## config.mk

```make
export PLATFORM = sky130hd
export DESIGN_NAME = particle_sensor_frame_detector_core
export DESIGN_NICKNAME = d
export VERILOG_FILES = /design/src/psfd_pkg.sv /design/src/psfd_cfg_regs.sv /design/src/psfd_window.sv /design/src/psfd_out_skid.sv /design/src/particle_sensor_frame_detector_core.sv
export VERILOG_INCLUDE_DIRS = /design/src /design/src/src
export SDC_FILE = /design/constraint.sdc
export NUM_CORES = 1
export LEC_CHECK = 0
export ABC_AREA = 1
export BUFFER_PORTS_ARGS = -buffer_cell sky130_fd_sc_hd__buf_4
export CAP_MARGIN = 20
export CELL_PAD_IN_SITES_DETAIL_PLACEMENT = 1
export CELL_PAD_IN_SITES_GLOBAL_PLACEMENT = 1
export CORE_MARGIN = 5
export CORE_UTILIZATION = 45
export CTS_CLUSTER_SIZE = 40
export DETAILED_ROUTE_END_ITERATION = 16
export GPL_ROUTABILITY_DRIVEN = 0
export GPL_TIMING_DRIVEN = 0
export PLACE_DENSITY_LB_ADDON = 0.08
export REMOVE_ABC_BUFFERS = 1
export SETUP_SLACK_MARGIN = 0.3
export SYNTH_ARGS = -nofsm -noshare
export SYNTH_HDL_FRONTEND = slang
export SYNTH_SLANG_ARGS = --single-unit
```

## constraint.sdc

```tcl
create_clock -name clk -period 3.3 [get_ports clk]
set_input_delay 0.66 -clock clk [delete_from_list [all_inputs] [get_ports clk]]
set_output_delay 0.66 -clock clk [all_outputs]
set_load 0.01 [all_outputs]
```

## src/assert_macros.svh

```systemverilog
// ----------------------------------------------------------------------------
// Assertion macros
// Shared concurrent assertion wrappers; define NO_ASSERTIONS to drop them.
// ----------------------------------------------------------------------------
`ifndef ASSERT_MACROS_SVH
`define ASSERT_MACROS_SVH

`ifndef NO_ASSERTIONS
// Clocked check, masked while reset is asserted
`define PSFD_ASSERT(label, clk, rst_n, prop, msg) \
    label: assert property (@(posedge clk) disable iff (!rst_n) (prop)) else $error(msg);
// Clocked check that also holds during reset
`define PSFD_ASSERT_ALWAYS(label, clk, prop, msg) \
    label: assert property (@(posedge clk) (prop)) else $error(msg);
`else
`define PSFD_ASSERT(label, clk, rst_n, prop, msg)
`define PSFD_ASSERT_ALWAYS(label, clk, prop, msg)
`endif

`endif

```

## src/psfd_pkg.sv

```systemverilog
// ----------------------------------------------------------------------------
// psfd_pkg
// Types and constants shared by the particle sensor frame detector.
// ----------------------------------------------------------------------------
package psfd_pkg;

    localparam int unsigned BYTE_W    = 8;
    localparam int unsigned READING_W = 16;
    localparam int unsigned ADDR_W    = 4;
    localparam int unsigned DATA_W    = 32;

    // Header register reset values
    localparam logic [BYTE_W-1:0] HEADER_FIRST_RST  = 8'h16;
    localparam logic [BYTE_W-1:0] HEADER_SECOND_RST = 8'h11;
    localparam logic [BYTE_W-1:0] HEADER_THIRD_RST  = 8'h0B;

    // Window positions of the reading, counted from the oldest byte
    localparam int unsigned READING_HI_POS = 5;
    localparam int unsigned READING_LO_POS = 6;

    typedef enum logic [1:0] {
        STATUS_NO_HEADER = 2'd0,
        STATUS_BAD_SUM   = 2'd1,
        STATUS_VALID     = 2'd2
    } status_t;

    typedef enum logic [1:0] {
        REG_HEADER_FIRST  = 2'd0,
        REG_HEADER_SECOND = 2'd1,
        REG_HEADER_THIRD  = 2'd2
    } reg_idx_t;

    typedef struct packed {
        logic [BYTE_W-1:0] first;
        logic [BYTE_W-1:0] second;
        logic [BYTE_W-1:0] third;
    } header_cfg_t;

    typedef struct packed {
        status_t              status;
        logic [READING_W-1:0] reading;
    } result_t;

endpackage

```

## src/psfd_cfg_regs.sv

```systemverilog
// ----------------------------------------------------------------------------
// psfd_cfg_regs
// APB register file holding the three expected header bytes.
// ----------------------------------------------------------------------------
module psfd_cfg_regs
(
    input  logic                         clk,
    input  logic                         rst_n,
    input  logic                         psel,
    input  logic                         penable,
    input  logic                         pwrite,
    input  logic [psfd_pkg::ADDR_W-1:0]  paddr,
    input  logic [psfd_pkg::DATA_W-1:0]  pwdata,
    output logic [psfd_pkg::DATA_W-1:0]  prdata,
    output logic                         pready,
    output psfd_pkg::header_cfg_t        hdr
);

    psfd_pkg::header_cfg_t hdr_reg;
    psfd_pkg::header_cfg_t hdr_next;
    logic                  wr_en;
    psfd_pkg::reg_idx_t    idx;
    logic [psfd_pkg::BYTE_W-1:0] wbyte;

    assign pready = 1'b1;
    assign wr_en  = psel && penable && pwrite && pready;
    assign idx    = psfd_pkg::reg_idx_t'(paddr[3:2]);
    assign wbyte  = pwdata[psfd_pkg::BYTE_W-1:0];

    // Decode write to the addressed header byte; drop unmapped addresses
    always_comb
    begin
        hdr_next = hdr_reg;
        if (wr_en)
        begin
            case (idx)
                psfd_pkg::REG_HEADER_FIRST:  hdr_next.first  = wbyte;
                psfd_pkg::REG_HEADER_SECOND: hdr_next.second = wbyte;
                psfd_pkg::REG_HEADER_THIRD:  hdr_next.third  = wbyte;
                default:                     hdr_next = hdr_reg;
            endcase
        end
    end

    always_ff @(posedge clk or negedge rst_n)
    begin
        if (!rst_n)
        begin
            hdr_reg.first  <= psfd_pkg::HEADER_FIRST_RST;
            hdr_reg.second <= psfd_pkg::HEADER_SECOND_RST;
            hdr_reg.third  <= psfd_pkg::HEADER_THIRD_RST;
        end
        else
        begin
            hdr_reg <= hdr_next;
        end
    end

    // Read back the addressed register
    always_comb
    begin
        case (idx)
            psfd_pkg::REG_HEADER_FIRST:
                prdata = {{(psfd_pkg::DATA_W-psfd_pkg::BYTE_W){1'b0}}, hdr_reg.first};
            psfd_pkg::REG_HEADER_SECOND:
                prdata = {{(psfd_pkg::DATA_W-psfd_pkg::BYTE_W){1'b0}}, hdr_reg.second};
            psfd_pkg::REG_HEADER_THIRD:
                prdata = {{(psfd_pkg::DATA_W-psfd_pkg::BYTE_W){1'b0}}, hdr_reg.third};
            default:
                prdata = '0;
        endcase
    end

    assign hdr = hdr_reg;

endmodule

```

## src/psfd_window.sv

```systemverilog
// ----------------------------------------------------------------------------
// psfd_window
// Byte shift window with a running modulo-256 sum and the frame check.
// ----------------------------------------------------------------------------
module psfd_window
#(
    parameter int unsigned FRAME_BYTES = 20
)
(
    input  logic                         clk,
    input  logic                         rst_n,
    input  logic                         accept,
    input  logic [psfd_pkg::BYTE_W-1:0]  rx_byte,
    input  psfd_pkg::header_cfg_t        hdr,
    output psfd_pkg::result_t            result
);

    logic [psfd_pkg::BYTE_W-1:0] window_reg  [FRAME_BYTES];
    logic [psfd_pkg::BYTE_W-1:0] window_next [FRAME_BYTES];
    logic [psfd_pkg::BYTE_W-1:0] sum_reg;
    logic [psfd_pkg::BYTE_W-1:0] sum_next;
    logic                        hdr_match;

    // Shift by one byte: oldest drops out, new byte enters the young end
    always_comb
    begin
        for (int i = 0; i < FRAME_BYTES - 1; i++)
        begin
            window_next[i] = window_reg[i+1];
        end
        window_next[FRAME_BYTES-1] = rx_byte;
    end

    // Running window sum, wraps modulo 256
    assign sum_next = sum_reg - window_reg[0] + rx_byte;

    always_ff @(posedge clk or negedge rst_n)
    begin
        if (!rst_n)
        begin
            for (int i = 0; i < FRAME_BYTES; i++)
            begin
                window_reg[i] <= '0;
            end
            sum_reg <= '0;
        end
        else if (accept)
        begin
            window_reg <= window_next;
            sum_reg    <= sum_next;
        end
    end

    // Classify the window as it stands after this byte
    assign hdr_match = (window_next[0] == hdr.first)  &&
                       (window_next[1] == hdr.second) &&
                       (window_next[2] == hdr.third);

    always_comb
    begin
        result.reading = '0;
        if (!hdr_match)
        begin
            result.status = psfd_pkg::STATUS_NO_HEADER;
        end
        else if (sum_next != '0)
        begin
            result.status = psfd_pkg::STATUS_BAD_SUM;
        end
        else
        begin
            result.status  = psfd_pkg::STATUS_VALID;
            result.reading = {window_next[psfd_pkg::READING_HI_POS],
                              window_next[psfd_pkg::READING_LO_POS]};
        end
    end

endmodule

```

## src/psfd_out_skid.sv

```systemverilog
// ----------------------------------------------------------------------------
// psfd_out_skid
// Result register with a skid stage; input stalls only while the skid slot is
// occupied.
// ----------------------------------------------------------------------------
`include "assert_macros.svh"

module psfd_out_skid
(
    input  logic                            clk,
    input  logic                            rst_n,
    input  logic                            push,
    input  psfd_pkg::result_t               result_in,
    output logic                            full,
    output logic                            out_valid,
    input  logic                            out_stall,
    output logic [1:0]                      frame_status,
    output logic [psfd_pkg::READING_W-1:0]  particle_reading
);

    logic              main_valid_reg;
    logic              main_valid_next;
    psfd_pkg::result_t main_reg;
    psfd_pkg::result_t main_next;
    logic              skid_valid_reg;
    logic              skid_valid_next;
    psfd_pkg::result_t skid_reg;
    psfd_pkg::result_t skid_next;
    logic              out_fire;

    assign out_fire = main_valid_reg && !out_stall;

    // Advance the output slot; park a transaction in the skid slot on stall
    always_comb
    begin
        main_valid_next = main_valid_reg;
        main_next       = main_reg;
        skid_valid_next = skid_valid_reg;
        skid_next       = skid_reg;
        if (out_fire || !main_valid_reg)
        begin
            if (skid_valid_reg)
            begin
                main_valid_next = 1'b1;
                main_next       = skid_reg;
                skid_valid_next = 1'b0;
            end
            else if (push)
            begin
                main_valid_next = 1'b1;
                main_next       = result_in;
            end
            else
            begin
                main_valid_next = 1'b0;
            end
        end
        else if (push)
        begin
            skid_valid_next = 1'b1;
            skid_next       = result_in;
        end
    end

    always_ff @(posedge clk or negedge rst_n)
    begin
        if (!rst_n)
        begin
            main_valid_reg <= 1'b0;
            skid_valid_reg <= 1'b0;
        end
        else
        begin
            main_valid_reg <= main_valid_next;
            skid_valid_reg <= skid_valid_next;
        end
    end

    // Payload registers, no reset
    always_ff @(posedge clk)
    begin
        main_reg <= main_next;
        skid_reg <= skid_next;
    end

    assign full             = skid_valid_reg;
    assign out_valid        = main_valid_reg;
    assign frame_status     = main_reg.status;
    assign particle_reading = main_reg.reading;

    `PSFD_ASSERT_ALWAYS(a_skid_implies_main, clk, (!rst_n || !skid_valid_reg || main_valid_reg), "skid held, output empty")
    `PSFD_ASSERT(a_no_push_when_full, clk, rst_n, !(push && skid_valid_reg), "push into full skid slot")
    `PSFD_ASSERT(a_stall_push_to_skid, clk, rst_n, (main_valid_reg && out_stall && push) |=> skid_valid_reg, "stalled push lost")
    `PSFD_ASSERT(a_drain_empties, clk, rst_n, (out_fire && !skid_valid_reg && !push) |=> !main_valid_reg, "output not drained")

endmodule

```

## src/particle_sensor_frame_detector_core.sv

```systemverilog
// ----------------------------------------------------------------------------
// particle_sensor_frame_detector_core
// Sliding-window frame detector for a serial particle sensor byte stream.
// ----------------------------------------------------------------------------
//  Channel  Handshake              Payload
//  -------  ---------------------  ----------------------------------------
//  input    in_valid / in_stall    rx_byte[7:0]
//  output   out_valid / out_stall  frame_status[1:0], particle_reading[15:0]
//  config   APB psel/penable       paddr[3:0], pwdata/prdata[31:0]
//
//  One byte is accepted per cycle while in_stall is low; its result goes to
//  the result register, or to the skid slot while the output is stalled. The
//  running sum and header compare sit between the window and result registers.
//  Reset clears the window and sum, and loads the header registers with their
//  defaults. in_stall rises only while the one-result skid slot is occupied.
// ----------------------------------------------------------------------------
module particle_sensor_frame_detector_core
#(
    parameter int unsigned FRAME_BYTES = 20
)
(
    input  logic                            clk,
    input  logic                            rst_n,
    input  logic                            in_valid,
    output logic                            in_stall,
    input  logic [psfd_pkg::BYTE_W-1:0]     rx_byte,
    output logic                            out_valid,
    input  logic                            out_stall,
    output logic [1:0]                      frame_status,
    output logic [psfd_pkg::READING_W-1:0]  particle_reading,
    input  logic                            psel,
    input  logic                            penable,
    input  logic                            pwrite,
    input  logic [psfd_pkg::ADDR_W-1:0]     paddr,
    input  logic [psfd_pkg::DATA_W-1:0]     pwdata,
    output logic [psfd_pkg::DATA_W-1:0]     prdata,
    output logic                            pready
);

    psfd_pkg::header_cfg_t hdr;
    psfd_pkg::result_t     result;
    logic                  accept;
    logic                  full;

    assign in_stall = full;
    assign accept   = in_valid && !full;

    // Header registers
    psfd_cfg_regs u_cfg_regs
    (
        .clk     (clk),
        .rst_n   (rst_n),
        .psel    (psel),
        .penable (penable),
        .pwrite  (pwrite),
        .paddr   (paddr),
        .pwdata  (pwdata),
        .prdata  (prdata),
        .pready  (pready),
        .hdr     (hdr)
    );

    // Window, running sum and classification
    psfd_window #(.FRAME_BYTES(FRAME_BYTES)) u_window
    (
        .clk     (clk),
        .rst_n   (rst_n),
        .accept  (accept),
        .rx_byte (rx_byte),
        .hdr     (hdr),
        .result  (result)
    );

    // Result register and skid slot
    psfd_out_skid u_out_skid
    (
        .clk              (clk),
        .rst_n            (rst_n),
        .push             (accept),
        .result_in        (result),
        .full             (full),
        .out_valid        (out_valid),
        .out_stall        (out_stall),
        .frame_status     (frame_status),
        .particle_reading (particle_reading)
    );

endmodule
```

# Word level (Yosys, flattened, before mapping)
# Index checks and enable logic that the tools add are counted.
[word_totals]
ff_bits = 230
input_bits = 51
output_inout_bits = 53
word_cells = 68
[op_classes]
add_sub_neg = 2
eq_ne = 5
muxes = 11
bitwise = 1
n_reduce_logical = 19
[op_table]
columns = ["cell", "count"]
rows = [
  ["$mux W18", 2],
  ["$mux W16", 2],
  ["$eq A8 B8 Y1", 3],
  ["$pmux W8 S3", 1],
  ["$reduce_and A2 Y1", 5],
  ["$add A8 B8 Y8", 1],
  ["$reduce_bool A8 Y1", 1],
  ["$sub A8 B8 Y8", 1],
  ["$logic_and A1 B1 Y1", 6],
  ["$mux W1", 4],
  ["$mux W2", 2],
  ["$reduce_bool A2 Y1", 2],
  ["$logic_not A1 Y1", 3],
  ["$eq A2 B1 Y1 const B", 1],
  ["$eq A2 B2 Y1 const B", 1],
  ["$logic_not A2 Y1", 1],
  ["$logic_or A1 B1 Y1", 1],
  ["$not A1 Y1", 1],
]

# Depth between registers and ports, before layout
[logic_depth]
depth_word = 7
depth_mapped = 16
mapped_depth_nobuf = 16

# Cells and area by module
# A second synthesis with hierarchy kept.
[hier_totals]
hier_cells = 1151
area_unflattened_um2 = 10213.5
[modules_own_cells]
columns = ["module", "n_inst", "cells_per_inst", "area_per_inst_um2", "seq_area_each_um2"]
rows = [
  ["psfd_window", 1, 872, 7473.4, 4204.0],
  ["psfd_out_skid", 1, 104, 1412.6, 1131.1],
  ["psfd_cfg_regs", 1, 173, 1317.5, 610.6],
  ["particle_sensor_frame_detector_core", 1, 2, 10.0, 0.0],
]

# Worst setup path before layout
# No wires, ideal clock.
[synth_path]
path_type = "in2reg"
start = "in rx_byte[1] (netlist name)"
end = "reg u_out_skid.skid_reg[10] (netlist name), data pin"
setup_time_ns = 0.134
t_arrival_ns = 2.749
t_required_ns = 3.166
slack_ns = 0.418
stages = 14
n_path_buf = 1
cell_sequence = "inv_1 > fa_1 > inv_1 > fa_1 > nor2_1 > nor2_1 > nor2_1 > nand3_1 > nor2_2 > nand2_2 > nor2_8 > nand2_4 > buf_8 > nor2_4"
[synth_lines]
columns = ["element", "line_no", "source"]
rows = [
  ["from (decl)", "particle_sensor_frame_detector_core.sv:26", "input logic [psfd_pkg::BYTE_W-1:0] rx_byte,"],
  ["to (signal assigned)", "psfd_out_skid.sv:83", "skid_reg <= skid_next;"],
  ["to (decl)", "psfd_out_skid.sv:27", "psfd_pkg::result_t skid_reg;"],
]

==> load_flow_metrics.sql <==
INSERT INTO impl_metrics (metric_group, metric, value, unit) VALUES
('pwr', 'reported_leakage_power', '0.00552', 'uW'),
('worst_setup_path', 'timing.setup.critical_path_class', 'register to register', ''),
('cells_and_area', 'area_grow_syn2layout', '14.5', '%'),
('pwr', 'power.share.switching', '0.328', ''),
('synthesis', 'synth_cell_type_count', '35', ''),
('clocking', 'clockBufferDepth', '3', ''),
('placed_design', 'hpwlAfterDp', '14.0', 'mm'),
('grt', 'grt_pass1_wl', '37.4', 'mm'),
('sta', 'final-hold-violation-count', '0', ''),
('routing', 'drt_iter0_drc', '369', ''),
('worst_setup_path', 'critical_path.endpoint_type', 'register', ''),
('synthesis', 'yosys_top_cell_by_area', 'sky130_fd_sc_hd__dfrtp_1', ''),
('floorplanning', 'boundaryPins', '104', ''),
('synthesis', 'synth_area_leaders', 'sky130_fd_sc_hd__dfrtp_1, sky130_fd_sc_hd__nand2_1, sky130_fd_sc_hd__edfxtp_1', ''),
('status', 'run_status', 'complete, no violations', ''),
('cells_and_area', 'post-route-cell-area', '11600', 'sq um'),
('synthesis', 'yosys_warns', '0', ''),
('grt', 'grt_max_degree', '118', ''),
('worst_setup_path', 'critPathRequiredTime', '3570', 'ps'),
('sta', 'setup_tns', '0', 'ps'),
('synthesis', 'synth_area', '10100', 'sq um'),
('hold_path', 'worst_hold_path_type', 'input pin to asynchronous set/reset pin', ''),
('cells_and_area', 'num_antenna_cells', '0', ''),
('sta', 'fmax', '355', 'MHz'),
('clocking', 'tritoncts.num_buffers', '27', ''),
('routing', 'detailroute.via_count', '7112', ''),
('routing', 'drt-wirelength-per-cell', '14.9', 'um'),
('cells_and_area', 'layout-drive-gt1-share', '0.121', ''),
('routing', 'drc', '0', ''),
('routing', 'avgViaCountPerCell', '4.89', ''),
('synthesis', 'syn-mean-instance-area', '9.06', 'sq um'),
('worst_setup_path', 'slowest_stage', 'sky130_fd_sc_hd__fa_1', ''),
('worst_setup_path', 'series_of_cell_instances_along_the_critical_path', 'inv_1 > fa_1 > inv_1 > fa_2 > inv_1 > nand2_1 > nor2_1 > nand3_1 > nor2_2 > nand2_2 > nor2_8 > buf_12 > nor2_1 > nand2_1 > nand2_1', ''),
('pwr', 'p_comb_frac', '0.251', ''),
('synthesis', 'post_synth_fa_ha_maj_area_fraction', '0.0238', ''),
('grt', 'grt_overflow_total', '0', ''),
('placed_design', 'post_dp_cell_area', '10700', 'sq um'),
('worst_setup_path', 'cp-start-kind', 'register', ''),
('floorplanning', 'core', '22000', 'sq um'),
('synthesis', 'synth-simple-area-share', '0.178', ''),
('sta', 'rsz0062_at_grt', 'false', ''),
('floorplanning', 'number_of_placement_rows', '54', ''),
('clocking', 'clk_root_buffer_cell', 'sky130_fd_sc_hd__clkbuf_16', ''),
('routing', 'ant_nets', '0', ''),
('grt', 'first_global_vias', '7588', ''),
('routing', 'routed-wl-met3', '849', 'um'),
('sta', 'fin_crit', '2810', 'ps'),
('sta', 'min_period_over_period', '0.853', ''),
('placed_design', 'place_ws', '-246', 'ps'),
('worst_setup_path', 'crit_arrival', '3080', 'ps'),
('synthesis', 'sequential_area_share_after_synthesis', '0.589', ''),
('routing', 'detail_route.wirelength', '21.6', 'mm'),
('clocking', 'cts_tree', 'yes', ''),
('synthesis', 'ys_seq_elements', '230', ''),
('cells_and_area', 'number_of_nets_in_the_layout', '1221', ''),
('synthesis', 'synth_mux_area_frac', '0', ''),
('sta', 'finalClockSkew', '10.0', 'ps'),
('synthesis', 'most_common_cell_in_the_synthesized_netlist', 'sky130_fd_sc_hd__nand2_1', ''),
('cells_and_area', 'largest_reg_flops', '152', ''),
('synthesis', 'postSynth.topFlopCell', 'sky130_fd_sc_hd__dfrtp_1', ''),
('synthesis', 'synth_edf_count', '36', ''),
('pwr', 'power_frac_clock', '0.312', ''),
('sta', 'report.final.setup_viol', '0', ''),
('grt', 'initial_antenna_violation_count', '0', ''),
('pwr', 'pwr-share-seq', '0.437', ''),
('worst_setup_path', 'worst-path-max-fanout', '7', ''),
('routing', 'drt_first_pass_iters', '5', ''),
('sta', 'fin_ws', '485', 'ps'),
('clocking', 'cts-htree-levels', '1', ''),
('synthesis', 'netlist_top_cells_count', 'sky130_fd_sc_hd__nand2_1, sky130_fd_sc_hd__dfrtp_1, sky130_fd_sc_hd__o21ai_0', ''),
('worst_setup_path', 'total_buffers_and_inverters_traversed_by_the_critical_path', '4', '');
## metrics by stage
| stage | std cells | total power, uW | hold slack (ps) | util |
|---|---|---|---|---|
| 6_report | 1454 | 8900 | 90.0 | 0.527 |
| 5_1_grt | 1454 | 9610 | 140 | 0.527 |
| 4_1_cts | 1452 | 9050 | 124 | 0.525 |
| 3_5_place_dp | 1404 | 6180 | 467 | 0.486 |
| 3_3_place_gp | 1399 | 6070 | 462 | 0.480 |
| 2_1_floorplan | 1067 | 5480 | 364 | - |
## layer usage
layer / track usage / up-vias
met1: 0.239 / 3463
met4: 0.0438 / 0
met2: 0.287 / 107
li1: - / 3512
met3: 0.0286 / 30
met5: 0 / -
## power by group through the flow
stage / clock network, uW / logic (uW) / registers, uW
after floorplan: 0 / 1660 / 3820
after global placement: 0 / 2150 / 3920
after detailed placement: 0 / 2240 / 3940
after CTS: 2870 / 2280 / 3900
after global routing: 3000 / 2640 / 3970
final: 2780 / 2230 / 3890
## final timing paths
| kind | end | startpoint | cells after the start | slack, ps |
|---|---|---|---|---|
| min reg2reg | u_window.window_next[8] | u_window.window_next[8] | 2 | 480 |
| min in group clk | u_window.window_next[8] | rx_byte[0] | 3 | 360 |
| max reg2reg | u_out_skid.frame_status[0] | u_window.sum_reg[1] | 15 | 490 |
| max | u_out_skid.frame_status[0] | u_window.sum_reg[1] | 15 | 490 |
| max in group asynchronous | u_window.window_next[146] | rst_n | 2 | 2200 |
| min | u_window.window_next[78] | rst_n | 1 | 90 |
## layout make-up
| type | instances | area, sq um |
|---|---|---|
| fillers | 2519 | 10400 |
| flip-flops and latches | 230 | 5950 |
| multi-input cells | 672 | 3260 |
| clock buffers | 40 | 795 |
| inverters | 165 | 624 |
| repair buffers | 59 | 539 |
| well taps | 280 | 350 |
| clock inverters | 8 | 43.8 |
## repair_timing
item	CTS	global route
pin swaps	1	1
resized for setup	2	3
buffers inserted	0	2
endpoints found under the setup margin	49	55
cloned	0	0
hold buffers	0	0
## cells by family (layout without fill, tap and decap cells)
family,after synthesis,in the layout
simple gates,424,424
buf+inv,235,272
other cells,2,25
flops,230,230
xor+xnor,12,12
fa+ha+maj,15,15
compound gates,196,196
## cells in the final DEF, fill, tap and decap left out, drive strengths merged
cell      n
nand2   343
o21ai   186
dfrtp   186
inv     164
buf      59
nor2     47
clkbuf   40
edfxtp   36
conb     25
nand4    19
nand3    13
clkinv    9
dfstp     8
ha        8
fa        7
xnor2     6
xor2      6
o221ai    4
a21oi     3
a31oi     2
o211ai    1
or2       1
and3      1
(Power assumes the default switching activity.)
